[src/rtl/rxfdm_pkg.sv]
// ----------------------------------------------------------------------------
// rxfdm_pkg
// Shared types and constants for the receive FIFO with delimiter matching.
// ----------------------------------------------------------------------------
`default_nettype none

package rxfdm_pkg;

  localparam int BYTE_W = 8;
  localparam int COUNT_W = 6;
  localparam int DCOUNT_W = 3;
  localparam int CFG_INDEX_W = 3;
  localparam int DELIM_REGS = 4;
  localparam int OP_W = 2;

  localparam int SLOTS_DEFAULT = 64;
  localparam int DELIMITER_SLOTS_DEFAULT = 4;

  localparam logic [COUNT_W-1:0] COUNT_MAX = 6'd63;

  localparam logic [OP_W-1:0] OP_LINK = 2'd0;
  localparam logic [OP_W-1:0] OP_READ = 2'd1;
  localparam logic [OP_W-1:0] OP_ARM = 2'd2;
  localparam logic [OP_W-1:0] OP_NONE = 2'd3;

  localparam logic [CFG_INDEX_W-1:0] REG_DELIM_COUNT = 3'd0;
  localparam logic [CFG_INDEX_W-1:0] REG_DELIM_A = 3'd1;
  localparam logic [CFG_INDEX_W-1:0] REG_DELIM_B = 3'd2;
  localparam logic [CFG_INDEX_W-1:0] REG_DELIM_C = 3'd3;
  localparam logic [CFG_INDEX_W-1:0] REG_DELIM_D = 3'd4;

  typedef struct packed {
    logic              valid;
    logic [BYTE_W-1:0] data;
    logic              hit;
  } rxfdm_link_t;

endpackage

`default_nettype wire

[src/rtl/rxfdm_cell.sv]
// ----------------------------------------------------------------------------
// rxfdm_cell
// One compare cell: checks the passing byte against its delimiter and hands
// the byte and the running hit flag to the next cell.
// ----------------------------------------------------------------------------
`default_nettype none

module rxfdm_cell (
  input  wire logic                       clk,
  input  wire logic                       rst,
  input  wire rxfdm_pkg::rxfdm_link_t     link_in,
  input  wire logic [rxfdm_pkg::BYTE_W-1:0] delim,
  input  wire logic                       active,
  output rxfdm_pkg::rxfdm_link_t          link_out
);
  import rxfdm_pkg::*;

  always_ff @(posedge clk) begin
    if (rst) begin
      link_out.valid <= 1'b0;
    end else begin
      link_out.valid <= link_in.valid;
    end
    link_out.data <= link_in.data;
    link_out.hit <= link_in.hit | (active & (link_in.data == delim));
  end

endmodule

`default_nettype wire

[src/rtl/rx_fifo_with_delimiter_match.sv]
// ----------------------------------------------------------------------------
// rx_fifo_with_delimiter_match
// Receive ring FIFO with delimiter and count matching.
// ----------------------------------------------------------------------------
// Busy is high from the accepting edge while the byte travels the row of
// delimiter compare cells, one cell per cycle, and the result is shown
// with done for a single cycle in which busy is already low, so a new
// item can be accepted at the edge that ends it. The receiver cannot stall,
// so it must take each result in that cycle. The ring holds at most
// SLOTS - 1 bytes.
`default_nettype none

module rx_fifo_with_delimiter_match #(
  parameter int SLOTS = rxfdm_pkg::SLOTS_DEFAULT,
  parameter int DELIMITER_SLOTS = rxfdm_pkg::DELIMITER_SLOTS_DEFAULT
) (
  input  wire logic                            clk,
  input  wire logic                            rst,
  input  wire logic                            start,
  output logic                                 busy,
  input  wire logic [rxfdm_pkg::OP_W-1:0]      operation,
  input  wire logic [rxfdm_pkg::BYTE_W-1:0]    data_byte,
  input  wire logic [rxfdm_pkg::COUNT_W-1:0]   match_count,
  output logic                                 done,
  output logic [rxfdm_pkg::BYTE_W-1:0]         read_data,
  output logic                                 read_valid,
  output logic                                 rx_full,
  output logic                                 delimiter_hit,
  output logic                                 count_hit,
  output logic [rxfdm_pkg::COUNT_W-1:0]        buffered_count,
  input  wire logic                            cfg_write_en,
  input  wire logic [rxfdm_pkg::CFG_INDEX_W-1:0] cfg_index,
  input  wire logic [rxfdm_pkg::BYTE_W-1:0]    cfg_data
);
  import rxfdm_pkg::*;

  localparam int PTR_W = $clog2(SLOTS);

  logic [BYTE_W-1:0]   mem [SLOTS];
  logic [BYTE_W-1:0]   rd_q;

  logic [PTR_W-1:0]    wp;
  logic [PTR_W-1:0]    rp;
  logic [PTR_W-1:0]    armed;
  logic                armed_valid;
  logic [DCOUNT_W-1:0] delim_count;
  logic [BYTE_W-1:0]   delims [DELIM_REGS];

  logic                p_rvalid;
  logic                p_full;
  logic                p_stored;
  logic                p_chit;
  logic [COUNT_W-1:0]  p_count;

  logic                accept;
  logic [PTR_W-1:0]    wp_inc;
  logic [PTR_W-1:0]    rp_inc;
  logic [PTR_W-1:0]    wp_next;
  logic [PTR_W-1:0]    rp_next;
  logic [PTR_W-1:0]    armed_next;
  logic                armed_valid_next;
  logic                full_now;
  logic                stored_now;
  logic                rvalid_now;
  logic                chit_now;
  logic [PTR_W-1:0]    held;
  logic [COUNT_W-1:0]  count_next;
  logic [PTR_W:0]      arm_sum;
  logic [PTR_W-1:0]    arm_pos;
  logic [PTR_W-1:0]    cnt_mod_tab [2**COUNT_W];

  rxfdm_link_t         chain [DELIMITER_SLOTS+1];

  assign accept = start & ~busy;

  for (genvar g = 0; g < 2**COUNT_W; g++) begin : g_cnt_mod
    assign cnt_mod_tab[g] = PTR_W'(g % SLOTS);
  end

  assign wp_inc = (wp == PTR_W'(SLOTS - 1)) ? '0 : wp + PTR_W'(1);
  assign rp_inc = (rp == PTR_W'(SLOTS - 1)) ? '0 : rp + PTR_W'(1);
  assign arm_sum = {1'b0, wp} + {1'b0, cnt_mod_tab[match_count]};
  assign arm_pos = (arm_sum >= (PTR_W+1)'(SLOTS)) ?
                   PTR_W'(arm_sum - (PTR_W+1)'(SLOTS)) : PTR_W'(arm_sum);

  always_comb begin
    wp_next = wp;
    rp_next = rp;
    armed_next = armed;
    armed_valid_next = armed_valid;
    full_now = 1'b0;
    stored_now = 1'b0;
    rvalid_now = 1'b0;
    chit_now = 1'b0;
    unique case (operation)
      OP_LINK: begin
        if (wp_inc != rp) begin
          stored_now = 1'b1;
          wp_next = wp_inc;
          if (armed_valid && (wp_inc == armed)) begin
            armed_valid_next = 1'b0;
            chit_now = 1'b1;
          end
        end else begin
          full_now = 1'b1;
        end
      end
      OP_READ: begin
        if (rp != wp) begin
          rvalid_now = 1'b1;
          rp_next = rp_inc;
        end
      end
      OP_ARM: begin
        armed_next = arm_pos;
        armed_valid_next = 1'b1;
      end
      OP_NONE: begin
      end
    endcase
  end

  always_comb begin
    if (wp_next >= rp_next) begin
      held = wp_next - rp_next;
    end else begin
      held = PTR_W'({1'b0, wp_next} + (PTR_W+1)'(SLOTS) - {1'b0, rp_next});
    end
    if (9'(held) > 9'(COUNT_MAX)) begin
      count_next = COUNT_MAX;
    end else begin
      count_next = COUNT_W'(held);
    end
  end

  always_ff @(posedge clk) begin
    if (accept && stored_now) begin
      mem[wp] <= data_byte;
    end
  end

  always_ff @(posedge clk) begin
    if (accept && rvalid_now) begin
      rd_q <= mem[rp];
    end
  end

  always_ff @(posedge clk) begin
    if (rst) begin
      wp <= '0;
      rp <= '0;
      armed <= '0;
      armed_valid <= 1'b0;
    end else if (accept) begin
      wp <= wp_next;
      rp <= rp_next;
      armed <= armed_next;
      armed_valid <= armed_valid_next;
    end
  end

  always_ff @(posedge clk) begin
    if (accept) begin
      p_rvalid <= rvalid_now;
      p_full <= full_now;
      p_stored <= stored_now;
      p_chit <= chit_now;
      p_count <= count_next;
    end
  end

  always_ff @(posedge clk) begin
    if (rst) begin
      delim_count <= '0;
      for (int i = 0; i < DELIM_REGS; i++) begin
        delims[i] <= '0;
      end
    end else if (cfg_write_en) begin
      unique case (cfg_index)
        REG_DELIM_COUNT: delim_count <= cfg_data[DCOUNT_W-1:0];
        REG_DELIM_A:     delims[0] <= cfg_data;
        REG_DELIM_B:     delims[1] <= cfg_data;
        REG_DELIM_C:     delims[2] <= cfg_data;
        REG_DELIM_D:     delims[3] <= cfg_data;
        default: begin
        end
      endcase
    end
  end

  assign chain[0].valid = accept;
  assign chain[0].data = data_byte;
  assign chain[0].hit = 1'b0;

  for (genvar g = 0; g < DELIMITER_SLOTS; g++) begin : g_cell
    logic [BYTE_W-1:0] cell_delim;
    logic              cell_active;
    if (g < DELIM_REGS) begin : g_live
      assign cell_delim = delims[g];
      assign cell_active = delim_count > DCOUNT_W'(g);
    end else begin : g_idle
      assign cell_delim = '0;
      assign cell_active = 1'b0;
    end
    rxfdm_cell u_cell (
      .clk      (clk),
      .rst      (rst),
      .link_in  (chain[g]),
      .delim    (cell_delim),
      .active   (cell_active),
      .link_out (chain[g+1])
    );
  end

  always_ff @(posedge clk) begin
    if (rst) begin
      busy <= 1'b0;
      done <= 1'b0;
    end else begin
      if (accept) begin
        busy <= 1'b1;
      end else if (chain[DELIMITER_SLOTS].valid) begin
        busy <= 1'b0;
      end
      done <= chain[DELIMITER_SLOTS].valid;
    end
  end

  always_ff @(posedge clk) begin
    if (chain[DELIMITER_SLOTS].valid) begin
      read_data <= p_rvalid ? rd_q : '0;
      read_valid <= p_rvalid;
      rx_full <= p_full;
      delimiter_hit <= p_stored & chain[DELIMITER_SLOTS].hit;
      count_hit <= p_chit;
      buffered_count <= p_count;
    end
  end

endmodule

`default_nettype wire

[config.mk]
export PLATFORM = sky130hd
export DESIGN_NAME = rx_fifo_with_delimiter_match
export DESIGN_NICKNAME = d
export VERILOG_FILES = /design/src/rtl/rxfdm_pkg.sv /design/src/rtl/rxfdm_cell.sv /design/src/rtl/rx_fifo_with_delimiter_match.sv
export SDC_FILE = /design/constraint.sdc
export NUM_CORES = 1
export LEC_CHECK = 0
export BUFFER_PORTS_ARGS = -buffer_cell sky130_fd_sc_hd__clkbuf_2
export CORE_MARGIN = 5
export CORE_UTILIZATION = 23
export DETAILED_ROUTE_END_ITERATION = 8
export SETUP_SLACK_MARGIN = 0.15
export SYNTH_ARGS = -nofsm -noshare
export SYNTH_HDL_FRONTEND = slang
export SYNTH_HIERARCHICAL = 1
export SYNTH_SLANG_ARGS = --single-unit
[constraint.sdc]
create_clock -name clk -period 5.15 [get_ports clk]
set_clock_uncertainty 0.15 [all_clocks]
set_input_delay 0.2575 -clock clk [delete_from_list [all_inputs] [get_ports clk]]
set_output_delay 0.2575 -clock clk [all_outputs]
set_load 0.05 [all_outputs]
==> impl_metrics.prom, run 1 <==
# TYPE chip_impl_metric gauge
chip_impl_info{name="status",value="finished clean"} 1
chip_impl_info{name="min_delay_worst_endpoint",value="delim_count[0]"} 1
chip_impl_metric{name="netlist_area",unit="um2"} 25200
chip_impl_metric{name="min_delay_path_depth",unit=""} 4
chip_impl_metric{name="power.sequential.fraction",unit=""} 0.531
chip_impl_metric{name="gp_congestion",unit=""} 0.795
chip_impl_metric{name="routed-via-count",unit=""} 12300
chip_impl_info{name="worstHoldPathType",value="input pin to flip-flop"} 1
chip_impl_metric{name="synth_area_per_cell",unit="um2"} 19.8
chip_impl_info{name="endpoint_kind",value="flip-flop"} 1
chip_impl_metric{name="setup_viol",unit=""} 0
chip_impl_metric{name="post-route-drc-count",unit=""} 0
chip_impl_info{name="mostFrequentLayoutCell",value="sky130_fd_sc_hd__edfxtp_1"} 1
chip_impl_metric{name="htree_num_levels",unit=""} 3
chip_impl_info{name="crit_path_cell_trace",value="ha_1 -> and3_1 -> a31o_2 -> o221ai_1 -> nor4b_4 -> a21o_1 -> inv_2 -> a21o_1 -> ha_1 -> a21o_1 -> a21oi_1 -> o21bai_1 -> a21oi_1 -> xnor2_1 -> xnor2_1"} 1
chip_impl_metric{name="ctsHoldBuffers",unit=""} 14
chip_impl_metric{name="power.switching_fraction",unit=""} 0.203
chip_impl_metric{name="multiInputGateArea",unit="um2"} 6250
chip_impl_metric{name="cts_max_path_buffers",unit=""} 3
chip_impl_metric{name="fraction_of_final_layout_cells_sized_beyond_drive_strength_1",unit=""} 0.277
chip_impl_metric{name="ios",unit=""} 51
chip_impl_metric{name="hold_violations",unit=""} 0
chip_impl_info{name="worst_path_dominant_cell_family",value="compound AO/OA/AOI/OAI gates"} 1
chip_impl_metric{name="fin_total_pwr",unit="uW"} 10800
chip_impl_info{name="start_kind",value="flip-flop"} 1
chip_impl_metric{name="num_rows",unit=""} 121
chip_impl_metric{name="power.net_switching",unit="uW"} 2180
chip_impl_info{name="slowest_stage",value="sky130_fd_sc_hd__dfxtp_1"} 1
chip_impl_info{name="timing.setup.critical_path_class",value="flip-flop to flip-flop"} 1
chip_impl_metric{name="critical_path.max_fanout",unit=""} 14
chip_impl_metric{name="fp.dieW",unit="um"} 341
chip_impl_metric{name="final_worst_path_cycle_share",unit=""} 0.854
chip_impl_metric{name="firstDrtPassIters",unit=""} 5
chip_impl_metric{name="dr.first_iter.drc_count",unit=""} 1061
chip_impl_metric{name="max_slew_margin",unit=""} 0.276
chip_impl_info{name="critical-path-top-cell-by-count",value="sky130_fd_sc_hd__a21o_1"} 1
chip_impl_metric{name="seqCellArea",unit="um2"} 18500
chip_impl_metric{name="postCtsSetupBuffers",unit=""} 0
chip_impl_metric{name="reg2reg_slack",unit="ps"} 750
chip_impl_metric{name="power.clock.fraction",unit=""} 0.438
chip_impl_metric{name="postSynthCellCount",unit=""} 1270
chip_impl_info{name="commonest_non_fill_non_tap_cells_in_the_layout",value="580 x sky130_fd_sc_hd__edfxtp_1, 162 x sky130_fd_sc_hd__mux4_2, 100 x sky130_fd_sc_hd__nor2_1"} 1
chip_impl_metric{name="ant_nets",unit=""} 0
chip_impl_info{name="critical_path.reg2reg.endpoint",value="p_count[5]"} 1
chip_impl_metric{name="period_minus_slack",unit="ps"} 4400
chip_impl_metric{name="worst-endpoint-arrival",unit="ps"} 4600
chip_impl_metric{name="cts.clk_slew.worst_paths",unit="ps"} 60
chip_impl_info{name="hp-start",value="cfg_index[1]"} 1
chip_impl_metric{name="io_buffers",unit=""} 50
chip_impl_metric{name="clock_latency",unit="ps"} 600
chip_impl_metric{name="syn-num-nets",unit=""} 1315
chip_impl_metric{name="max_stage_delay",unit="ps"} 650
chip_impl_metric{name="cts_made_buffers",unit=""} 67
chip_impl_metric{name="die_area",unit="um2"} 116000
chip_impl_metric{name="timing.hold.ws",unit="ps"} 36.8
chip_impl_metric{name="ir_worst_vdd",unit="mV"} 0.195
chip_impl_metric{name="dp.final_hpwl",unit="mm"} 36.9
chip_impl_metric{name="globalRouteOverflowTotal",unit=""} 0
chip_impl_metric{name="cp.buffers_inverters",unit=""} 1
chip_impl_metric{name="max_transition_viols_final",unit=""} 0
chip_impl_metric{name="utilization",unit=""} 0.274
chip_impl_metric{name="power.internal",unit="uW"} 8570
chip_impl_metric{name="worstPathRequired",unit="ps"} 5350
chip_impl_metric{name="achievable_clock_frequency",unit="MHz"} 227
chip_impl_metric{name="instances_no_fill",unit=""} 2891
chip_impl_metric{name="initial_antenna_violation_count",unit=""} 5
chip_impl_metric{name="vias_in_the_first_global_route",unit=""} 12900
chip_impl_metric{name="detail_route.wl_per_cell",unit="um"} 19.7
chip_impl_info{name="rsz0062_at_grt",value="false"} 1
chip_impl_metric{name="start_util",unit=""} 0.231
chip_impl_metric{name="grt_usage",unit=""} 0.0968
chip_impl_info{name="clockRootBuffer",value="sky130_fd_sc_hd__clkbuf_16"} 1
chip_impl_metric{name="cell_count_post_placement",unit=""} 2754
chip_impl_info{name="cts_tree",value="built"} 1
chip_impl_metric{name="cts-resized-gates",unit=""} 0
chip_impl_metric{name="die-height",unit="um"} 341
chip_impl_metric{name="global_route_wire_length_before_repair",unit="mm"} 84.9
chip_impl_metric{name="routed_via_density",unit=""} 4.24
chip_impl_metric{name="leakagePower",unit="uW"} 0.00933
chip_impl_metric{name="finalNetCount",unit=""} 1468
chip_impl_metric{name="setup-tns-final",unit="ps"} 0
chip_impl_info{name="crit-reg2reg-launch",value="wp[0]"} 1
chip_impl_metric{name="core_area",unit="um2"} 109000
chip_impl_metric{name="cts_sinks",unit=""} 636
chip_impl_metric{name="share_comb_of_total_power",unit=""} 0.032
chip_impl_metric{name="drv_cap",unit=""} 0
chip_impl_metric{name="num-fill-cells",unit=""} 10700
chip_impl_metric{name="routed_wl",unit="mm"} 57.0
chip_impl_metric{name="grt_max_degree",unit=""} 126
chip_impl_metric{name="syn2layout_area_growth",unit="%"} 18.5
chip_impl_metric{name="yosys_warnings",unit=""} 6
chip_impl_metric{name="reg2reg_depth",unit=""} 15
chip_impl_metric{name="power_per_cell_area",unit="nW/um2"} 360
chip_impl_metric{name="tightestPinTransition",unit="ps"} 1090
[per-stage QoR]
stage	setup slack [ps]	area, um2
after CTS	767	29800
after global routing	412	29800
final	754	29900
after detailed placement	769	27600
after global placement	840	27600
after floorplan	1470	25200
[worst register-to-register path, stage by stage, from the launching register on]
cell	delay (ps)
sky130_fd_sc_hd__dfxtp_1	650
sky130_fd_sc_hd__ha_1	330
sky130_fd_sc_hd__and3_1	430
sky130_fd_sc_hd__a31o_2	220
sky130_fd_sc_hd__o221ai_1	170
sky130_fd_sc_hd__nor4b_4	480
sky130_fd_sc_hd__a21o_1	260
sky130_fd_sc_hd__inv_2	90
sky130_fd_sc_hd__a21o_1	190
sky130_fd_sc_hd__ha_1	290
sky130_fd_sc_hd__a21o_1	170
sky130_fd_sc_hd__a21oi_1	210
sky130_fd_sc_hd__o21bai_1	90
sky130_fd_sc_hd__a21oi_1	170
sky130_fd_sc_hd__xnor2_1	150
sky130_fd_sc_hd__xnor2_1	80
[sequential cells by signal (all words and copies together) (netlist names), 6 cells and up]
register                flops
read_data                   8
delims                     32
rd_q                        8
armed                       6
mem                       512
p_count                     6
g_cell.u_cell/link_out     32
rp                          6
buffered_count              6
wp                          6
[layer usage]
layer  global-route usage  up-vias  routed length [um]
li1                     -     5420                   -
met1                0.123     6390               23900
met2                0.161      359               27800
met3               0.0259       94                3670
met4               0.0327        4                1540
met5                    0        -                  27
[worst max-delay path by stage]
stage / from / to / slack, ps / cells after the start
6_report: wp[0] / p_count[5] / 750 / 15
2_1_floorplan: wp[0] / p_count[5] / 1470 / 16
3_3_place_gp: wp[0] / p_count[5] / 840 / 15
4_1_cts: wp[0] / p_count[5] / 770 / 15
3_5_place_dp: wp[0] / p_count[5] / 770 / 15
5_1_grt: wp[0] / p_count[5] / 410 / 16
[power by group through the flow]
stage,registers [uW],clock network [uW],logic [uW]
2_1_floorplan,5810,0,180
6_report,5710,4710,339
3_3_place_gp,5820,0,331
5_1_grt,5710,5050,370
3_5_place_dp,5820,0,338
4_1_cts,5710,4820,348
[area by class of cell]
type,instances,area share
antenna,2,0.000168
clock buffer,87,0.0612
clock inverter,34,0.0110
inverter,18,0.00226
multi-input combinational,552,0.209
sequential,636,0.621
tap,1414,0.0593
timing repair buffer,148,0.0355
No activity file was read; power rests on OpenSTA's default activity.
==> run 2, diff against run 1 <==
--- a/config.mk
+++ b/config.mk
@@ -5,7 +5,7 @@
 export SDC_FILE = /design/constraint.sdc
 export NUM_CORES = 1
 export LEC_CHECK = 0
-export BUFFER_PORTS_ARGS = -buffer_cell sky130_fd_sc_hd__clkbuf_2
+export BUFFER_PORTS_ARGS = -buffer_cell sky130_fd_sc_hd__buf_2
 export CORE_MARGIN = 5
 export CORE_UTILIZATION = 23
 export DETAILED_ROUTE_END_ITERATION = 8
==> constraint.sdc (replaced) <==
create_clock -name clk -period 5.6 [get_ports clk]
set_clock_uncertainty 0.15 [all_clocks]
set_input_delay 0.28 -clock clk [delete_from_list [all_inputs] [get_ports clk]]
set_output_delay 0.28 -clock clk [all_outputs]
set_load 0.05 [all_outputs]
==> impl_metrics.prom, run 2 (same netlist as run 1, synthesis figures left out) <==
# TYPE chip_impl_metric gauge
chip_impl_info{name="status",value="finished clean"} 1
chip_impl_metric{name="worstPathRequired",unit="ps"} 5660
chip_impl_metric{name="power.sequential.fraction",unit=""} 0.525
chip_impl_metric{name="cts-resized-gates",unit=""} 0
chip_impl_metric{name="seqCellArea",unit="um2"} 18500
chip_impl_metric{name="period_minus_slack",unit="ps"} 4550
chip_impl_metric{name="power.net_switching",unit="uW"} 2040
chip_impl_metric{name="drv_cap",unit=""} 0
chip_impl_metric{name="detail_route.wl_per_cell",unit="um"} 20.0
chip_impl_metric{name="ant_nets",unit=""} 0
chip_impl_metric{name="ctsHoldBuffers",unit=""} 15
chip_impl_metric{name="setup_slack",unit="ps"} 1050
chip_impl_metric{name="initial_antenna_violation_count",unit=""} 5
chip_impl_metric{name="grt_max_degree",unit=""} 91
chip_impl_metric{name="worst-endpoint-arrival",unit="ps"} 4610
chip_impl_metric{name="share_comb_of_total_power",unit=""} 0.030
chip_impl_info{name="globalRoute.busiestLayer",value="met2"} 1
chip_impl_metric{name="power.switching_fraction",unit=""} 0.204
chip_impl_metric{name="critical_path.max_fanout",unit=""} 16
chip_impl_metric{name="reg2reg_slack",unit="ps"} 1050
chip_impl_metric{name="power.clock.fraction",unit=""} 0.444
chip_impl_metric{name="finalNetCount",unit=""} 1429
chip_impl_metric{name="max_transition_viols_final",unit=""} 0
chip_impl_metric{name="post-route-cell-area",unit="um2"} 29600
chip_impl_metric{name="die-height",unit="um"} 341
chip_impl_metric{name="fp.dieW",unit="um"} 341
chip_impl_metric{name="num_rows",unit=""} 121
chip_impl_info{name="timing.setup.critical_path_class",value="flip-flop to flip-flop"} 1
chip_impl_metric{name="max_slew_margin",unit=""} 0.261
chip_impl_metric{name="post-route-drc-count",unit=""} 0
chip_impl_metric{name="syn2layout_area_growth",unit="%"} 17.5
chip_impl_metric{name="global_route_wire_length_before_repair",unit="mm"} 86.1
chip_impl_metric{name="cts.clk_slew.worst_paths",unit="ps"} 60
chip_impl_metric{name="dr.first_iter.drc_count",unit=""} 1092
chip_impl_metric{name="tightestPinTransition",unit="ps"} 1110
chip_impl_metric{name="multiInputGateArea",unit="um2"} 6250
chip_impl_metric{name="fraction_of_final_layout_cells_sized_beyond_drive_strength_1",unit=""} 0.261
chip_impl_info{name="reg.largest.list",value="mem (512), delims (32), g_cell.u_cell/link_out (32)"} 1
chip_impl_info{name="mostFrequentLayoutCell",value="sky130_fd_sc_hd__edfxtp_1"} 1
chip_impl_metric{name="grt.met1_usage",unit=""} 0.129
chip_impl_metric{name="ios",unit=""} 51
chip_impl_metric{name="gp_congestion",unit=""} 0.803
chip_impl_metric{name="leakagePower",unit="uW"} 0.00916
chip_impl_metric{name="achievable_clock_frequency",unit="MHz"} 220
chip_impl_metric{name="place_ws",unit="ps"} 1090
chip_impl_metric{name="grt_usage",unit=""} 0.0978
chip_impl_info{name="commonest_non_fill_non_tap_cells_in_the_layout",value="580 x sky130_fd_sc_hd__edfxtp_1, 162 x sky130_fd_sc_hd__mux4_2, 100 x sky130_fd_sc_hd__nor2_1"} 1
chip_impl_metric{name="ir_worst_vdd",unit="mV"} 0.173
chip_impl_metric{name="core_area",unit="um2"} 109000
chip_impl_metric{name="power_per_cell_area",unit="nW/um2"} 338
chip_impl_metric{name="power.internal",unit="uW"} 7960
chip_impl_metric{name="firstDrtPassIters",unit=""} 5
chip_impl_metric{name="vias_in_the_first_global_route",unit=""} 12600
chip_impl_metric{name="routed_wl",unit="mm"} 57.0
chip_impl_info{name="clockRootBuffer",value="sky130_fd_sc_hd__clkbuf_16"} 1
chip_impl_metric{name="flip_flop_count_of_the_largest_register_after_layout",unit=""} 512
chip_impl_metric{name="utilization",unit=""} 0.272
chip_impl_metric{name="die_area",unit="um2"} 116000
chip_impl_metric{name="setup-tns-final",unit="ps"} 0
chip_impl_metric{name="routed-via-count",unit=""} 12300
chip_impl_metric{name="clock_latency",unit="ps"} 600
chip_impl_metric{name="num-fill-cells",unit=""} 10700
chip_impl_metric{name="dp.final_hpwl",unit="mm"} 35.7
chip_impl_info{name="start_kind",value="flip-flop"} 1
chip_impl_info{name="regMostFlops",value="mem"} 1
chip_impl_metric{name="grtUsageMet2",unit=""} 0.161
chip_impl_info{name="endpoint_kind",value="flip-flop"} 1
chip_impl_metric{name="globalRouteOverflowTotal",unit=""} 0
chip_impl_metric{name="start_util",unit=""} 0.231
chip_impl_metric{name="postPlaceCellArea",unit="um2"} 27200
chip_impl_info{name="cts_tree",value="built"} 1
chip_impl_metric{name="grt.met3_usage",unit=""} 0.0262
chip_impl_metric{name="final_worst_path_cycle_share",unit=""} 0.813
chip_impl_metric{name="io_buffers",unit=""} 50
chip_impl_metric{name="routed_via_density",unit=""} 4.30
chip_impl_info{name="worstHoldPathType",value="input pin to flip-flop"} 1
chip_impl_metric{name="cts_made_buffers",unit=""} 67
chip_impl_info{name="rsz0062_at_grt",value="false"} 1
chip_impl_metric{name="postCtsSetupBuffers",unit=""} 0
chip_impl_metric{name="setup_viol",unit=""} 0
chip_impl_metric{name="cts_max_path_buffers",unit=""} 3
chip_impl_metric{name="htree_num_levels",unit=""} 3
chip_impl_metric{name="hold_violations",unit=""} 0
chip_impl_metric{name="cts_sinks",unit=""} 636
==> run 2: changes by cell type in the layout (fill, tap and decap cells not counted), sizes merged <==
| cell | change |
|---|---|
| buf | +10 |
| bufinv | +2 |
| clkbuf | -58 |
| clkinv | +11 |
| clkinvlp | -1 |
| diode | -1 |
| dlygate4sd3 | +1 |
| inv | -1 |
==> run 2: layout make-up <==
class                   instances  area share
flip-flops and latches        636       0.626
multi-input cells             552       0.211
clock buffers                  79      0.0603
well taps                    1414      0.0597
repair buffers                109      0.0255
clock inverters                45      0.0149
inverters                      18     0.00228
diodes                          1   0.0000845
==> run 2: metrics by stage <==
step,instances,hold WS [ps],power (uW)
2_1_floorplan,1270,158,5510
3_3_place_gp,2714,207,5650
3_5_place_dp,2714,207,5660
4_1_cts,2853,0.609,10100
5_1_grt,2853,33.4,10400
6_report,2854,47.8,10000
==> run 2: per-layer routing <==
layer,vias to the layer above,wire length (um)
li1,5338,-
met1,6455,24100
met2,402,27900
met3,70,4100
met4,8,883
met5,-,55
==> run 2: final timing paths <==
path,startpoint,to,depth (start not counted)
setup / recovery,wp[0],mem[24][2],8
hold / removal,cfg_index[0],delim_count[0],4
setup reg to reg,wp[0],mem[24][2],8
hold reg to reg,g_cell[0].u_cell/link_out[4],g_cell[1].u_cell/link_out[4],0
==> run 2: critical path, stage by stage, from the launching register on <==
cell and delay [ps]:
sky130_fd_sc_hd__dfxtp_1 660, sky130_fd_sc_hd__ha_1 350, sky130_fd_sc_hd__and3_1 430, sky130_fd_sc_hd__a31oi_4 160, sky130_fd_sc_hd__xor2_1 250, sky130_fd_sc_hd__nor4b_4 110, sky130_fd_sc_hd__a21oi_4 440, sky130_fd_sc_hd__nand3_1 770
sky130_fd_sc_hd__nor2_1 830
==> run 2: power groups by stage <==
stage / logic [uW] / registers (uW) / clock network [uW]
2_1_floorplan: 166 / 5340 / 0
3_3_place_gp: 299 / 5350 / 0
3_5_place_dp: 305 / 5360 / 0
4_1_cts: 314 / 5250 / 4550
5_1_grt: 334 / 5260 / 4770
6_report: 304 / 5250 / 4440
==> run 3, diff against run 2 <==
--- a/config.mk
+++ b/config.mk
@@ -5,6 +5,7 @@
 export SDC_FILE = /design/constraint.sdc
 export NUM_CORES = 1
 export LEC_CHECK = 0
+export ABC_AREA = 1
 export BUFFER_PORTS_ARGS = -buffer_cell sky130_fd_sc_hd__buf_2
 export CORE_MARGIN = 5
 export CORE_UTILIZATION = 23
==> constraint.sdc (replaced) <==
create_clock -name clk -period 3.9 [get_ports clk]
set_clock_uncertainty 0.15 [all_clocks]
set_input_delay 0.195 -clock clk [delete_from_list [all_inputs] [get_ports clk]]
set_output_delay 0.195 -clock clk [all_outputs]
set_load 0.05 [all_outputs]
==> impl_metrics.prom, run 3 <==
# TYPE chip_impl_metric gauge
chip_impl_metric{name="power.net_switching",unit="uW"} 3450
chip_impl_metric{name="grtUsageMet2",unit=""} 0.179
chip_impl_metric{name="max_transition_viols_final",unit=""} 0
chip_impl_metric{name="post-route-cell-area",unit="um2"} 31000
chip_impl_info{name="start_kind",value="flip-flop"} 1
chip_impl_metric{name="core_area",unit="um2"} 112000
chip_impl_metric{name="fp.dieW",unit="um"} 347
chip_impl_info{name="cts_tree",value="built"} 1
chip_impl_info{name="reg.largest.list",value="mem (512), delims (32), g_cell.u_cell/link_out (32)"} 1
chip_impl_metric{name="worst-endpoint-arrival",unit="ps"} 3530
chip_impl_metric{name="power.sequential.fraction",unit=""} 0.502
chip_impl_info{name="slowest_stage",value="sky130_fd_sc_hd__dfxtp_1"} 1
chip_impl_metric{name="routed_via_density",unit=""} 4.45
chip_impl_metric{name="final_worst_path_cycle_share",unit=""} 0.857
chip_impl_metric{name="power_per_cell_area",unit="nW/um2"} 487
chip_impl_metric{name="setup_viol",unit=""} 0
chip_impl_metric{name="worstPathRequired",unit="ps"} 4090
chip_impl_metric{name="io_buffers",unit=""} 50
chip_impl_metric{name="routed_wl",unit="mm"} 68.6
chip_impl_metric{name="drv_cap",unit=""} 0
chip_impl_metric{name="postCtsSetupBuffers",unit=""} 0
chip_impl_metric{name="share_comb_of_total_power",unit=""} 0.075
chip_impl_metric{name="num-fill-cells",unit=""} 11500
chip_impl_metric{name="ant_nets",unit=""} 0
chip_impl_metric{name="post-route-drc-count",unit=""} 0
chip_impl_info{name="endpoint_kind",value="flip-flop"} 1
chip_impl_metric{name="max_slew_margin",unit=""} 0.328
chip_impl_metric{name="dr.first_iter.drc_count",unit=""} 1734
chip_impl_info{name="timing.setup.critical_path_class",value="flip-flop to flip-flop"} 1
chip_impl_metric{name="dp.final_hpwl",unit="mm"} 41.9
chip_impl_metric{name="grt.met1_usage",unit=""} 0.150
chip_impl_metric{name="grt.met3_usage",unit=""} 0.0179
chip_impl_metric{name="syn-num-nets",unit=""} 2284
chip_impl_info{name="commonest_non_fill_non_tap_cells_in_the_layout",value="580 x sky130_fd_sc_hd__edfxtp_1, 399 x sky130_fd_sc_hd__nor2_1, 325 x sky130_fd_sc_hd__o21ai_0"} 1
chip_impl_info{name="mostFrequentLayoutCell",value="sky130_fd_sc_hd__edfxtp_1"} 1
chip_impl_metric{name="detail_route.wl_per_cell",unit="um"} 17.5
chip_impl_metric{name="power.clock.fraction",unit=""} 0.423
chip_impl_metric{name="power.internal",unit="uW"} 11600
chip_impl_metric{name="setup-tns-final",unit="ps"} 0
chip_impl_metric{name="grt_usage",unit=""} 0.109
chip_impl_metric{name="htree_num_levels",unit=""} 3
chip_impl_metric{name="achievable_clock_frequency",unit="MHz"} 299
chip_impl_metric{name="fraction_of_final_layout_cells_sized_beyond_drive_strength_1",unit=""} 0.119
chip_impl_metric{name="cts.clk_slew.worst_paths",unit="ps"} 60
chip_impl_metric{name="num_rows",unit=""} 123
chip_impl_info{name="regMostFlops",value="mem"} 1
chip_impl_metric{name="ir_worst_vdd",unit="mV"} 0.293
chip_impl_metric{name="ios",unit=""} 51
chip_impl_metric{name="postSynthCellCount",unit=""} 2239
chip_impl_metric{name="die-height",unit="um"} 347
chip_impl_info{name="rsz0062_at_grt",value="false"} 1
chip_impl_metric{name="period_minus_slack",unit="ps"} 3340
chip_impl_metric{name="max_stage_delay",unit="ps"} 330
chip_impl_metric{name="globalRouteOverflowTotal",unit=""} 0
chip_impl_metric{name="flip_flop_count_of_the_largest_register_after_layout",unit=""} 512
chip_impl_metric{name="clock_latency",unit="ps"} 590
chip_impl_metric{name="critical_path.max_fanout",unit=""} 12
chip_impl_info{name="worstHoldPathType",value="input pin to flip-flop"} 1
chip_impl_metric{name="gp_congestion",unit=""} 0.837
chip_impl_metric{name="postPlaceCellArea",unit="um2"} 28500
chip_impl_metric{name="global_route_wire_length_before_repair",unit="mm"} 104
chip_impl_metric{name="die_area",unit="um2"} 120000
chip_impl_metric{name="netlist_area",unit="um2"} 26100
chip_impl_metric{name="start_util",unit=""} 0.232
chip_impl_metric{name="syn2layout_area_growth",unit="%"} 18.8
chip_impl_metric{name="tightestPinTransition",unit="ps"} 1010
chip_impl_metric{name="cts_max_path_buffers",unit=""} 3
chip_impl_info{name="critical-path-top-cell-by-count",value="sky130_fd_sc_hd__nand2_1"} 1
chip_impl_metric{name="leakagePower",unit="uW"} 0.0108
chip_impl_metric{name="grt_max_degree",unit=""} 177
chip_impl_metric{name="cell_count_post_placement",unit=""} 3768
chip_impl_metric{name="firstDrtPassIters",unit=""} 6
chip_impl_metric{name="routed-via-count",unit=""} 17400
chip_impl_info{name="clockRootBuffer",value="sky130_fd_sc_hd__clkbuf_16"} 1
chip_impl_metric{name="synth_area_per_cell",unit="um2"} 11.7
chip_impl_metric{name="hold_violations",unit=""} 0
chip_impl_info{name="globalRoute.busiestLayer",value="met2"} 1
chip_impl_metric{name="finalNetCount",unit=""} 2406
chip_impl_metric{name="cts_sinks",unit=""} 636
chip_impl_metric{name="cts_made_buffers",unit=""} 67
chip_impl_metric{name="instances_no_fill",unit=""} 3915
chip_impl_info{name="status",value="finished clean"} 1
chip_impl_metric{name="vias_in_the_first_global_route",unit=""} 16700
chip_impl_metric{name="yosys_warnings",unit=""} 6
chip_impl_info{name="crit_path_cell_trace",value="ha_1 -> nand2_1 -> nor2_4 -> nand2_2 -> nand3_2 -> inv_2 -> nand2_1 -> nand2_1 -> nand3_2 -> nand2_2 -> o21ai_0 -> ha_1 -> a21oi_1 -> o21ai_1 -> nand2_1 -> nand2_1 -> a21oi_1 -> nand3b_1 -> nand2_1 -> nand3_1 -> nand2_1"} 1
chip_impl_metric{name="initial_antenna_violation_count",unit=""} 3
chip_impl_metric{name="power.switching_fraction",unit=""} 0.229
-- run 3: stage by stage --
stage	total power, uW	hold WS [ps]	worst slack, ps	util
floorplan	8340	72.7	778	-
global placement	8810	206	359	0.254
detailed placement	8820	207	328	0.254
CTS	15200	6.53	319	0.275
global route	15600	53.5	223	0.275
finish	15100	28.4	559	0.275
-- run 3: cell type report --
cell class / instances / area (um2) / share of cell area
Sequential cell: 636 / 18600 / 0.599
Multi-Input combinational cell: 1345 / 6500 / 0.210
Tap cell: 1500 / 1880 / 0.0606
Clock buffer: 80 / 1820 / 0.0588
Timing Repair Buffer: 175 / 1320 / 0.0427
Inverter: 136 / 528 / 0.0170
Clock inverter: 41 / 373 / 0.0120
Antenna cell: 2 / 5.00 / 0.000162
-- run 3: final timing paths --
check | from | endpoint | slack [ps] | cells after the start
max | wp[1] | p_count[5] | 560 | 21
min | start | g_cell[0].u_cell/link_out[9] | 30 | 6
max reg2reg | wp[1] | p_count[5] | 560 | 21
min reg2reg | g_cell[0].u_cell/link_out[3] | g_cell[1].u_cell/link_out[3] | 210 | 0
-- run 3: per-layer routing --
layer	up-vias	routed length [um]	part of all wire
li1	8175	-	-
met1	8548	29700	0.43
met2	590	32500	0.47
met3	108	4930	0.072
met4	2	1480	0.022
met5	-	13	0.00019
-- run 3: what timing repair did --
action                     4_1_cts  5_1_grt
hold endpoints to repair        77        0
resized for setup                0        6
hold buffers                    24        0
setup endpoints to repair        0        1
-- run 3: power by group through the flow --
stage               logic (uW)  clock network, uW  registers (uW)
floorplan                  636                  0            7710
global placement          1100                  0            7720
detailed placement        1100                  0            7720
CTS                       1130               6490            7570
global route              1240               6810            7580
finish                    1130               6370            7570
-- run 3: worst max-delay path: cells and delay by family, from the launching register on --
family / cells / cell delay (ps)
buffers and inverters: 1 / 50
DFF: 1 / 330
adders and majority gates: 2 / 550
and+or+nand+nor: 14 / 1350
AOI/OAI and AO/OA: 4 / 680
